**src/hw/rtl/chrl_pkg.sv**
```systemverilog
// ----------------------------------------------------------------------------
// chrl_pkg: shared types and constants for the hash ring lookup
// Field widths, function and status codes, and the sequencer status bundle.
// ----------------------------------------------------------------------------
`default_nettype none

package chrl_pkg;

  // Fixed field widths
  localparam int FUNC_W   = 1;
  localparam int SLOT_W   = 10;
  localparam int POINT_W  = 32;
  localparam int INDEX_W  = 10;
  localparam int CFG_W    = 11;
  localparam int STATUS_W = 1;

  // Request function codes
  localparam logic [FUNC_W-1:0] FUNC_LOAD   = 1'b0;
  localparam logic [FUNC_W-1:0] FUNC_LOOKUP = 1'b1;

  // Result status codes
  localparam logic [STATUS_W-1:0] STATUS_OK    = 1'b0;
  localparam logic [STATUS_W-1:0] STATUS_EMPTY = 1'b1;

  // Sequencer status seen by the top level
  typedef struct packed {
    logic busy;  // a request is in progress
    logic done;  // a result is waiting to be moved to the output register
  } seq_stat_t;

endpackage

`default_nettype wire

```
**src/hw/rtl/chrl_search_seq.sv**
```systemverilog
// ----------------------------------------------------------------------------
// chrl_search_seq: load and lower-bound search sequencer
// Writes loaded entries and runs the binary search over the ring memory,
// each probe a read and then a compare, on a single shared magnitude comparator.
// ----------------------------------------------------------------------------
`default_nettype none

module chrl_search_seq #(
  parameter int RING_DEPTH   = 1024,
  parameter int NODE_ID_BITS = 8
) (
  input  wire logic                                 clk,
  input  wire logic                                 rst,
  input  wire logic                                 start,
  input  wire logic [chrl_pkg::FUNC_W-1:0]          func,
  input  wire logic [chrl_pkg::SLOT_W-1:0]          entry_slot,
  input  wire logic [chrl_pkg::POINT_W-1:0]         entry_point,
  input  wire logic [NODE_ID_BITS-1:0]              entry_node,
  input  wire logic [chrl_pkg::POINT_W-1:0]         key_hash,
  input  wire logic [chrl_pkg::CFG_W-1:0]           ring_entries,
  input  wire logic                                 take,
  output chrl_pkg::seq_stat_t                       stat,
  output logic      [NODE_ID_BITS-1:0]              res_node,
  output logic      [chrl_pkg::INDEX_W-1:0]         res_index,
  output logic      [chrl_pkg::STATUS_W-1:0]        res_status,
  output logic                                      mem_we,
  output logic      [$clog2(RING_DEPTH)-1:0]        mem_waddr,
  output logic      [chrl_pkg::POINT_W+NODE_ID_BITS-1:0] mem_wdata,
  output logic                                      mem_re,
  output logic      [$clog2(RING_DEPTH)-1:0]        mem_raddr,
  input  wire logic [chrl_pkg::POINT_W+NODE_ID_BITS-1:0] mem_rdata
);

  localparam int AW = $clog2(RING_DEPTH);
  localparam int NW = $clog2(RING_DEPTH + 1);

  // Sequencer states
  localparam logic [2:0] S_IDLE  = 3'd0;
  localparam logic [2:0] S_PROBE = 3'd1;
  localparam logic [2:0] S_CMP   = 3'd2;
  localparam logic [2:0] S_NODE  = 3'd3;
  localparam logic [2:0] S_DONE  = 3'd4;

  logic [2:0]                         state, state_next;
  logic [NW-1:0]                      lo, lo_next;
  logic [NW-1:0]                      hi, hi_next;
  logic [NW-1:0]                      mid, mid_next;
  logic [NW-1:0]                      used, used_next;
  logic [chrl_pkg::POINT_W-1:0]       hash, hash_next;
  logic [NODE_ID_BITS-1:0]            res_node_next;
  logic [chrl_pkg::INDEX_W-1:0]       res_index_next;
  logic [chrl_pkg::STATUS_W-1:0]      res_status_next;

  logic [NW-1:0]                      cfg_used;
  logic [NW-1:0]                      probe_mid;
  logic [NW-1:0]                      final_idx;
  logic [chrl_pkg::POINT_W-1:0]       cmp_a;
  logic [chrl_pkg::POINT_W-1:0]       cmp_b;
  logic                               cmp_lt;
  logic [chrl_pkg::POINT_W-1:0]       rd_point;
  logic [NODE_ID_BITS-1:0]            rd_node;

  // Saturate the entry count to the memory depth
  assign cfg_used = (32'(ring_entries) > 32'(RING_DEPTH)) ? NW'(RING_DEPTH)
                                                          : NW'(ring_entries);

  assign probe_mid = lo + ((hi - lo) >> 1);
  assign final_idx = (lo == used) ? '0 : lo;

  assign rd_point = mem_rdata[NODE_ID_BITS +: chrl_pkg::POINT_W];
  assign rd_node  = mem_rdata[NODE_ID_BITS-1:0];

  // Shared comparator: bounds check while probing, point against hash after a read
  always_comb begin
    if (state == S_CMP) begin
      cmp_a = rd_point;
      cmp_b = hash;
    end else begin
      cmp_a = 32'(lo);
      cmp_b = 32'(hi);
    end
  end

  assign cmp_lt = cmp_a < cmp_b;

  // Sequencer
  always_comb begin
    state_next      = state;
    lo_next         = lo;
    hi_next         = hi;
    mid_next        = mid;
    used_next       = used;
    hash_next       = hash;
    res_node_next   = res_node;
    res_index_next  = res_index;
    res_status_next = res_status;
    mem_we          = 1'b0;
    mem_waddr       = AW'(entry_slot);
    mem_wdata       = {entry_point, entry_node};
    mem_re          = 1'b0;
    mem_raddr       = AW'(probe_mid);

    unique case (state)
      S_IDLE: begin
        if (start) begin
          if (func == chrl_pkg::FUNC_LOAD) begin
            // Drop writes beyond the memory, still report the slot
            mem_we          = 32'(entry_slot) < 32'(RING_DEPTH);
            res_node_next   = '0;
            res_index_next  = entry_slot;
            res_status_next = chrl_pkg::STATUS_OK;
            state_next      = S_DONE;
          end else if (cfg_used == '0) begin
            res_node_next   = '0;
            res_index_next  = '0;
            res_status_next = chrl_pkg::STATUS_EMPTY;
            state_next      = S_DONE;
          end else begin
            lo_next         = '0;
            hi_next         = cfg_used;
            used_next       = cfg_used;
            hash_next       = key_hash;
            res_status_next = chrl_pkg::STATUS_OK;
            state_next      = S_PROBE;
          end
        end
      end
      S_PROBE: begin
        mem_re = 1'b1;
        if (cmp_lt) begin
          // Read the midpoint of the remaining range
          mid_next   = probe_mid;
          state_next = S_CMP;
        end else begin
          // Range closed: fetch the chosen entry, wrapping to entry 0
          mem_raddr      = AW'(final_idx);
          res_index_next = chrl_pkg::INDEX_W'(final_idx);
          state_next     = S_NODE;
        end
      end
      S_CMP: begin
        if (cmp_lt) begin
          lo_next = mid + 1'b1;
        end else begin
          hi_next = mid;
        end
        state_next = S_PROBE;
      end
      S_NODE: begin
        res_node_next = rd_node;
        state_next    = S_DONE;
      end
      S_DONE: begin
        if (take) begin
          state_next = S_IDLE;
        end
      end
      default: begin
        state_next = S_IDLE;
      end
    endcase
  end

  // Control state
  always_ff @(posedge clk) begin
    if (rst) begin
      state <= S_IDLE;
    end else begin
      state <= state_next;
    end
  end

  // Datapath registers
  always_ff @(posedge clk) begin
    lo         <= lo_next;
    hi         <= hi_next;
    mid        <= mid_next;
    used       <= used_next;
    hash       <= hash_next;
    res_node   <= res_node_next;
    res_index  <= res_index_next;
    res_status <= res_status_next;
  end

  assign stat = '{busy: (state != S_IDLE), done: (state == S_DONE)};

endmodule

`default_nettype wire

```
**config.mk**
```make
export PLATFORM = sky130hd
export DESIGN_NAME = chrl_search_seq
export DESIGN_NICKNAME = d
export VERILOG_FILES = /design/src/hw/rtl/chrl_pkg.sv /design/src/hw/rtl/chrl_search_seq.sv
export SDC_FILE = /design/constraint.sdc
export NUM_CORES = 1
export LEC_CHECK = 0
export BUFFER_PORTS_ARGS = -buffer_cell sky130_fd_sc_hd__buf_2
export CORE_MARGIN = 2
export CORE_UTILIZATION = 51
export CTS_CLUSTER_SIZE = 25
export DETAILED_ROUTE_END_ITERATION = 8
export GPL_ROUTABILITY_DRIVEN = 0
export MAX_ROUTING_LAYER = met4
export PLACE_DENSITY = 0.89
export REMOVE_ABC_BUFFERS = 1
export SLEW_MARGIN = 40
export SYNTH_ARGS = -nofsm -noshare
export SYNTH_HDL_FRONTEND = slang
export SYNTH_SLANG_ARGS = --single-unit
export TNS_END_PERCENT = 100
```
**constraint.sdc**
```tcl
create_clock -name clk -period 7.1 [get_ports clk]
set_clock_uncertainty 0.2 [all_clocks]
set_input_delay 2.13 -clock clk [delete_from_list [all_inputs] [get_ports clk]]
set_output_delay 2.13 -clock clk [all_outputs]
set_load 0.03 [all_outputs]
```
# Yosys cells after proc, flatten, opt, wreduce, memory -nomap -nowiden
# Index checks and enable logic that the tools add are counted.
[totals]
wordCells = 78
output_inout_bits = 83
inputBits = 138
regBits = 98
[op_classes]
reduce_logical = 14
order_cmp = 2
n_eq_ne = 13
add_sub_neg = 3
n_bitwise = 1
mux = 36
[ops]
columns = ["operator", "count"]
rows = [
  ["2-to-1 mux 11 bit", 9],
  ["2-to-1 mux 10 bit", 7],
  ["2-to-1 mux 32 bit", 2],
  ["case mux 11 bit (2 select lines)", 2],
  ["less-than comparator 32 bit", 1],
  ["2-to-1 mux 8 bit", 3],
  ["case mux 10 bit (2 select lines)", 1],
  ["case mux 8 bit (2 select lines)", 1],
  ["case mux 3 bit (5 select lines)", 1],
  ["inequality test 2 bit (second input constant)", 7],
  ["2-to-1 mux 3 bit", 4],
  ["adder 11 x 1 -> 11 bit (second input constant)", 1],
  ["adder 11 x 10 -> 11 bit", 1],
  ["equality test 11 bit", 1],
  ["greater-than comparator 11 bit (second input constant)", 1],
  ["logical NOT 11 bit", 1],
  ["subtractor 11 bit", 1],
  ["AND reduction 5 bit", 2],
  ["AND reduction 4 bit", 2],
  ["equality test 3 x 2 -> 1 bit (second input constant)", 2],
  ["2-to-1 mux 1 bit", 6],
  ["AND reduction 2 bit", 3],
  ["nonzero test 2 bit", 3],
  ["equality test 3 x 1 -> 1 bit (second input constant)", 1],
  ["other kinds (6)", 6],
]

# Logic depth before layout (Yosys ltp)
# Gate-level depths: netlist of run 1.
[depth]
ltp_word = 7
ltp_mapped = 15
ltp_nobuf = 15

# Worst setup path before layout of run 1
# No wires, ideal clock.
[synth_path]
path_type = "input to output"
start = "input port mem_rdata[13] in the netlist's numbering"
end = "output port mem_raddr[4]"
cell_stages = 10
path_buffers = 1
required_time_ps = 4770
path_slack_ps = 650
arrival_ps = 4120
path_cell_list = "nand2_1 -> o21ai_0 -> ha_1 -> a21o_1 -> a221o_1 -> a221oi_1 -> o211ai_2 -> a21o_1 -> buf_6 -> a32o_1"
[synth_between]
elab_chain_cells = 4
[synth_rtl]
columns = ["item", "line_no", "rtl"]
rows = [
  ["start, declared", "chrl_search_seq.sv:31", "input wire logic [chrl_pkg::POINT_W+NODE_ID_BITS-1:0] mem_rdata"],
  ["2-to-1 mux 32 bit", "chrl_search_seq.sv:75", "if (state == S_CMP) begin"],
  ["less-than comparator 32 bit", "chrl_search_seq.sv:84", "assign cmp_lt = cmp_a < cmp_b;"],
  ["2-to-1 mux 10 bit", "chrl_search_seq.sv:130", "if (cmp_lt) begin"],
  ["2-to-1 mux 10 bit", "chrl_search_seq.sv:103", "unique case (state)"],
  ["end, declared", "chrl_search_seq.sv:30", "output logic [$clog2(RING_DEPTH)-1:0] mem_raddr,"],
]
# Every way passes these cells.

# Worst setup path after layout of run 1
[layout_path]
start = "input port mem_rdata[13] in the netlist's numbering"
end = "output port mem_raddr[9]"
# The elaborated chain is that of the path after synthesis.

==> run_results.csv, run 1 <==
group,metric,value,unit
status,outcome,"finished, final reports clean",
die,die_height,115,um
die,start_util,52.4,%
route,num_vias,4774,
die,fp.dieW,115,um
layout,antenna_cells,0,
logic_synthesis,synth.area.mux_share,1.76,%
logic_synthesis,synth_top_family_by_area,"simple AND/OR/NAND/NOR gates",
sta,tightest_slew,0.650,ns
route,drt_wl_total,16.3,mm
sta,setup-violations-final,0,
clock_network,clkLatencyLatePin,0.35,ns
global_routing,gr-total-overflow,0,
route,drt-vias-per-instance,5.55,
global_routing,grtUsageMet2,36.7,%
min_path,hp-class,"flip-flop to flip-flop",
sta,fin_crit_sh,98.1,%
pwr,p_leak,3.06,nW
clock_network,numCtsBuffers,9,
place,postPlaceCellArea,6830,um^2
critical_path,cp-start-kind,"input pin",
critical_path,critPathRequiredTime,4.77,ns
clock_network,htree_num_levels,3,
die,row_count,40,
logic_synthesis,synth_xor_area_share,5.13,%
logic_synthesis,synth.cells.most_frequent,"95 x edfxtp_1, 79 x nand2_1, 52 x buf_4, 52 x ha_1, 41 x and2_1",
route,drcViolationCount,0,
global_routing,busiest_layer,"met2",
logic_synthesis,synth.yosys.seq_area_share,46.1,%
logic_synthesis,synthAdderAreaFrac,10.9,%
place,post-place-ws,0.167,ns
pwr,power_density,291,nW/um^2
layout,area_growth,13.5,%
die,core_area,12100,um^2
logic_synthesis,synth-simple-area-share,17.0,%
logic_synthesis,synth-seq-cells,98,
logic_synthesis,synth_top_cell_area_share,45.1,%
layout,nNetsFinal,879,
logic_synthesis,yosysWarnings,0,
critical_path,crit_path_max_fanout,15,
logic_synthesis,synth_area,6320,um^2
sta,fmax,144,MHz
place,portBuffers,140,
global_routing,met1_usage,30.6,%
layout,finalInstanceArea,7180,um^2
critical_path,crit_type,"input pin to primary output",
logic_synthesis,post-synth-top-count-cell,"edfxtp_1",
clock_network,clock-sinks,98,
logic_synthesis,ys_types,58,
pwr,ir_drop,0.161,mV
sta,hold_viol_final,0,
logic_synthesis,syn_area_per_cell,10.6,um^2
die,io_pins,221,
logic_synthesis,syn_inst,597,
global_routing,grt_usage,25.3,%
clock_network,cts_tree,"yes",
sta,slew_violations,0,
global_routing,grt_max_degree,83,
clock_network,cts.reportedPaths.clkPinSlew,0.07,ns
clock_network,cts_hold_buf,0,
place,dp_hpwl,12.8,mm
sta,fin_crit,6.96,ns
route,ant_nets,0,
logic_synthesis,synth_compound_area_share,10.8,%
job,drv_cap,0,
global_routing,grt_pass1_wl,24.0,mm
layout,layout-drive-gt1-share,25.0,%
sta,maxSlewHeadroom,56.5,%
global_routing,grt_util_met3,13.4,%
critical_path,crit_path_end_kind,"primary output",
route,drtPass1Iterations,6,
layout,fillers,982,
global_routing,antenna_found_initial,0,
sta,layout_setup_ws,0.138,ns
route,wl_per_cell,19.0,um
logic_synthesis,synthFlopType,"edfxtp_1",
logic_synthesis,post-synth-top-area-cell,"edfxtp_1",
critical_path,worstPathArrival,4.63,ns
clock_network,clock_path_buffers,2,
logic_synthesis,synth_edf_count,95,
global_routing,first_global_vias,4547,
clock_network,clk_root_buffer_cell,"clkbuf_16",
logic_synthesis,synthTopCellsByArea,"edfxtp_1 45%, ha_1 10%, buf_4 6.2%, nand2_1 4.7%, and2_1 4.1%",
route,dr.first_iter.drc_count,327,
logic_synthesis,synth_async_sr_flop_share,0,%
die,die_area,13300,um^2
sta,rsz0062_at_grt,"false",
[stage by stage]
step	util [%]	TNS, ns	hold slack, ns	total power [mW]	std cells
floorplan	-	-45.51	0.331	1.34	530
global placement	56.6	0	0.388	1.56	842
detailed placement	56.7	0	0.413	1.58	842
CTS	59.2	0	0.431	2.08	858
global route	59.5	0	0.462	2.18	860
finish	59.5	0	0.421	2.09	860
[routing by layer]
layer / part of all wire, % / vias up
li1: - / 2276
met1: 41 / 2242
met2: 45 / 224
met3: 12 / 32
met4: 2.4 / 0
met5: 0 / -
[sequential cells by signal, summed over array words and instances, names as in the netlist]
name / count
hash: 32
hi: 11
lo: 11
mid: 11
res_index: 10
res_node: 8
res_status: 1
state: 3
used: 11
[cells in the final DEF, fill, tap and decap left out, types with 10 or more instances in the layout]
| cell type | count |
|---|---|
| xnor2_1 | 22 |
| nand3_1 | 11 |
| nor2b_1 | 11 |
| and2_1 | 40 |
| ha_1 | 52 |
| nor2_1 | 30 |
| a21o_1 | 18 |
| buf_2 | 140 |
| mux2i_1 | 10 |
| a32o_1 | 10 |
| nand2_1 | 79 |
| xor2_1 | 15 |
| inv_1 | 18 |
| o21ai_0 | 15 |
| edfxtp_1 | 95 |
| a21oi_1 | 17 |
[repair_timing]
| action | CTS | global route |
|---|---|---|
| buffers inserted | 0 | 2 |
| setup endpoints to repair | 0 | 1 |
| gates resized for setup | 0 | 2 |
[worst paths after layout]
kind	start	to	slack [ns]	cells after the start
max reg2reg	state[1]	lo[10]	2.84	10
min	mid[10]	hi[10]	0.42	2
min reg2reg	mid[10]	hi[10]	0.42	2
max	mem_rdata[13]	mem_raddr[9]	0.14	11
[final cells by class]
class	count	area [um^2]	share of cell area (%)
sequential	98	2910	40.6
multi-input combinational	413	2920	40.6
inverter	19	71.3	0.994
clock buffer	10	239	3.33
tap	168	210	2.93
clock inverter	6	71.3	0.994
timing repair buffer	146	758	10.6
[worst max-delay path, cell delays in order]
cell      delay [ns]
buf_2           0.10
nand2_1         0.04
o21ai_0         0.08
ha_1            0.33
a21o_1          0.18
a221o_1         0.32
a221oi_1        0.36
o211ai_2        0.18
a21o_1          0.40
a32o_1          0.33
buf_2           0.17
[where the power goes]
group	internal, mW	switching (mW)
sequential	0.723	0.0326
clock	0.287	0.218
combinational	0.307	0.521
total	1.32	0.772
[kinds of logic (layout without fill, tap and decap cells)]
family,after synthesis,in the layout
adders and majority gates,54,54
muxes,11,11
DFF,98,98
xor gates and xnor gates,37,37
and+or+nand+nor,217,217
AOI/OAI and AO/OA,94,94
buffers and inverters,86,181
Power figures use the tool's default switching activity.
==> run 2: changes to the inputs <==
==> constraint.sdc (replaced) <==
create_clock -name clk -period 7.1 [get_ports clk]
set_clock_uncertainty 0.2 [all_clocks]
set_input_delay 2.13 -clock clk [delete_from_list [all_inputs] [get_ports clk]]
set_output_delay 2.13 -clock clk [all_outputs]
set_load 0.05 [all_outputs]
==> run_results.csv, run 2 (same netlist as run 1, synthesis figures left out) <==
group,metric,value,unit
global_routing,grt_pass1_wl,24.2,mm
route,num_vias,4762,
clock_network,post_cts_buffers,0,
clock_network,cts_tree,"yes",
route,route.met3.wl,2.10,mm
status,outcome,"finished, final reports clean",
die,fp.dieW,115,um
place,postPlaceCellArea,6840,um^2
sta,hold_viol_final,0,
die,core_area,12100,um^2
sta,fmax,144,MHz
route,drtPass1Iterations,5,
critical_path,critPathCapture,"mem_raddr[7]",
route,routed.top_layer,"met4",
sta,tightest_slew,0.691,ns
critical_path,crit_start,"mem_rdata[13]",
sta,slew_violations,0,
layout,area_growth,13.1,%
critical_path,reg2reg_to,"lo[2]",
critical_path,crit_path_end_kind,"primary output",
layout,finalInstanceArea,7150,um^2
die,io_pins,221,
layout,multiInputGateArea,2910,um^2
route,drcViolationCount,0,
place,portBuffers,140,
critical_path,crit_path_max_fanout,15,
die,row_count,40,
sta,fin_crit,6.97,ns
clock_network,cts.reportedPaths.clkPinSlew,0.07,ns
layout,fillers,960,
clock_network,clock-sinks,98,
layout,regMostFlops,"hash",
global_routing,grt_max_degree,54,
global_routing,antenna_found_initial,0,
sta,rsz0062_at_grt,"false",
clock_network,numCtsBuffers,9,
critical_path,reg2reg_from,"state[1]",
sta,fin_crit_sh,98.1,%
clock_network,clock_path_buffers,2,
critical_path,cp-start-kind,"input pin",
route,routedLengthMet1,6.51,mm
die,die_height,115,um
clock_network,htree_num_levels,3,
layout,final_common_cell,"buf_2",
route,ant_nets,0,
layout,largest_reg_flops,32,
layout,final_cell_mix,"140 x buf_2, 95 x edfxtp_1, 79 x nand2_1, 52 x ha_1, 40 x and2_1",
route,dr.first_iter.drc_count,365,
global_routing,gr-total-overflow,0,
route,wl_met2,7.57,mm
layout,antenna_cells,0,
min_path,hp-class,"flip-flop to flip-flop",
global_routing,grt_usage,25.5,%
sta,holdWs,0.408,ns
die,start_util,52.4,%
pwr,p_leak,3.05,nW
layout,seq_area,2910,um^2
sta,maxSlewHeadroom,53.8,%
critical_path,reg2reg_depth,11,
sta,setup-violations-final,0,
die,die_area,13300,um^2
layout,layout-drive-gt1-share,24.9,%
layout,nNetsFinal,879,
job,drv_cap,0,
critical_path,critPathRequiredTime,4.77,ns
clock_network,clk_root_buffer_cell,"clkbuf_16",
critical_path,worstPathArrival,4.64,ns
critical_path,crit_type,"input pin to primary output",
pwr,ir_drop,0.217,mV
place,post-place-ws,0.184,ns
pwr,power_density,306,nW/um^2
sta,finalSetupTns,0,ns
sta,layout_setup_ws,0.135,ns
global_routing,first_global_vias,4494,
route,drt_wl_total,16.4,mm
route,drt-vias-per-instance,5.54,
clock_network,clkLatencyLatePin,0.34,ns
route,wl_per_cell,19.1,um
critical_path,r2r_slack,2.80,ns
place,dp_hpwl,13.0,mm
run 2: cell types whose count changed in the layout (fill, tap and decap cells not counted):
cell / previous run / this run
clkinvlp_4: 2 / 3
buf_4: 5 / 6
clkbuf_1: 0 / 1
and2_4: 1 / 0
inv_6: 3 / 1
buf_12: 1 / 0
clkbuf_8: 1 / 0
and2_2: 0 / 1
clkinv_2: 0 / 1
run 2: repair_timing:
item,CTS,global route
setup endpoints to repair,0,1
endpoints found under the hold margin,0,0
hold buffers,0,0
gates resized for setup,0,2
run 2: per-layer routing:
layer / track usage (%) / vias to the layer above
li1: - / 2287
met1: 30.9 / 2217
met2: 38.1 / 235
met3: 13.0 / 23
met4: 5.86 / 0
met5: - / -
run 2: area by class of cell:
cell class | count | area share [%]
inverter | 19 | 0.998
timing repair buffer | 146 | 10.4
tap | 168 | 2.94
multi-input combinational | 413 | 40.8
sequential | 98 | 40.7
clock buffer | 10 | 3.20
clock inverter | 6 | 0.928
run 2: worst min-delay path by stage:
stage                       start  endpoint  slack [ns]  cells after the start
after CTS                 mid[10]    hi[10]        0.41                      2
after detailed placement  mid[10]    hi[10]        0.39                      2
after floorplan           mid[10]    hi[10]        0.33                      2
final                     mid[10]    hi[10]        0.41                      2
after global routing       mid[0]     lo[0]        0.45                      1
after global placement     mid[1]     hi[1]        0.38                      2
run 2: metrics by stage:
step           total power, mW  std cells  util, %
2_1_floorplan             1.45        530        -
3_3_place_gp              1.67        844     56.6
3_5_place_dp              1.69        844     56.7
4_1_cts                   2.18        860     59.1
5_1_grt                   2.28        860     59.3
6_report                  2.18        860     59.3
run 2: report_power, final:
part	internal [mW]	switching, mW
clock network	0.274	0.210
logic	0.306	0.640
registers	0.723	0.0322
total	1.30	0.882
run 2: worst max-delay path, cell delays in order:
cell	delay (ns)
buf_2	0.11
nand2_1	0.05
o21ai_0	0.09
ha_1	0.33
a21o_1	0.18
a221o_1	0.32
a221oi_1	0.32
o211ai_2	0.17
a21o_1	0.40
a32o_1	0.33
buf_2	0.21
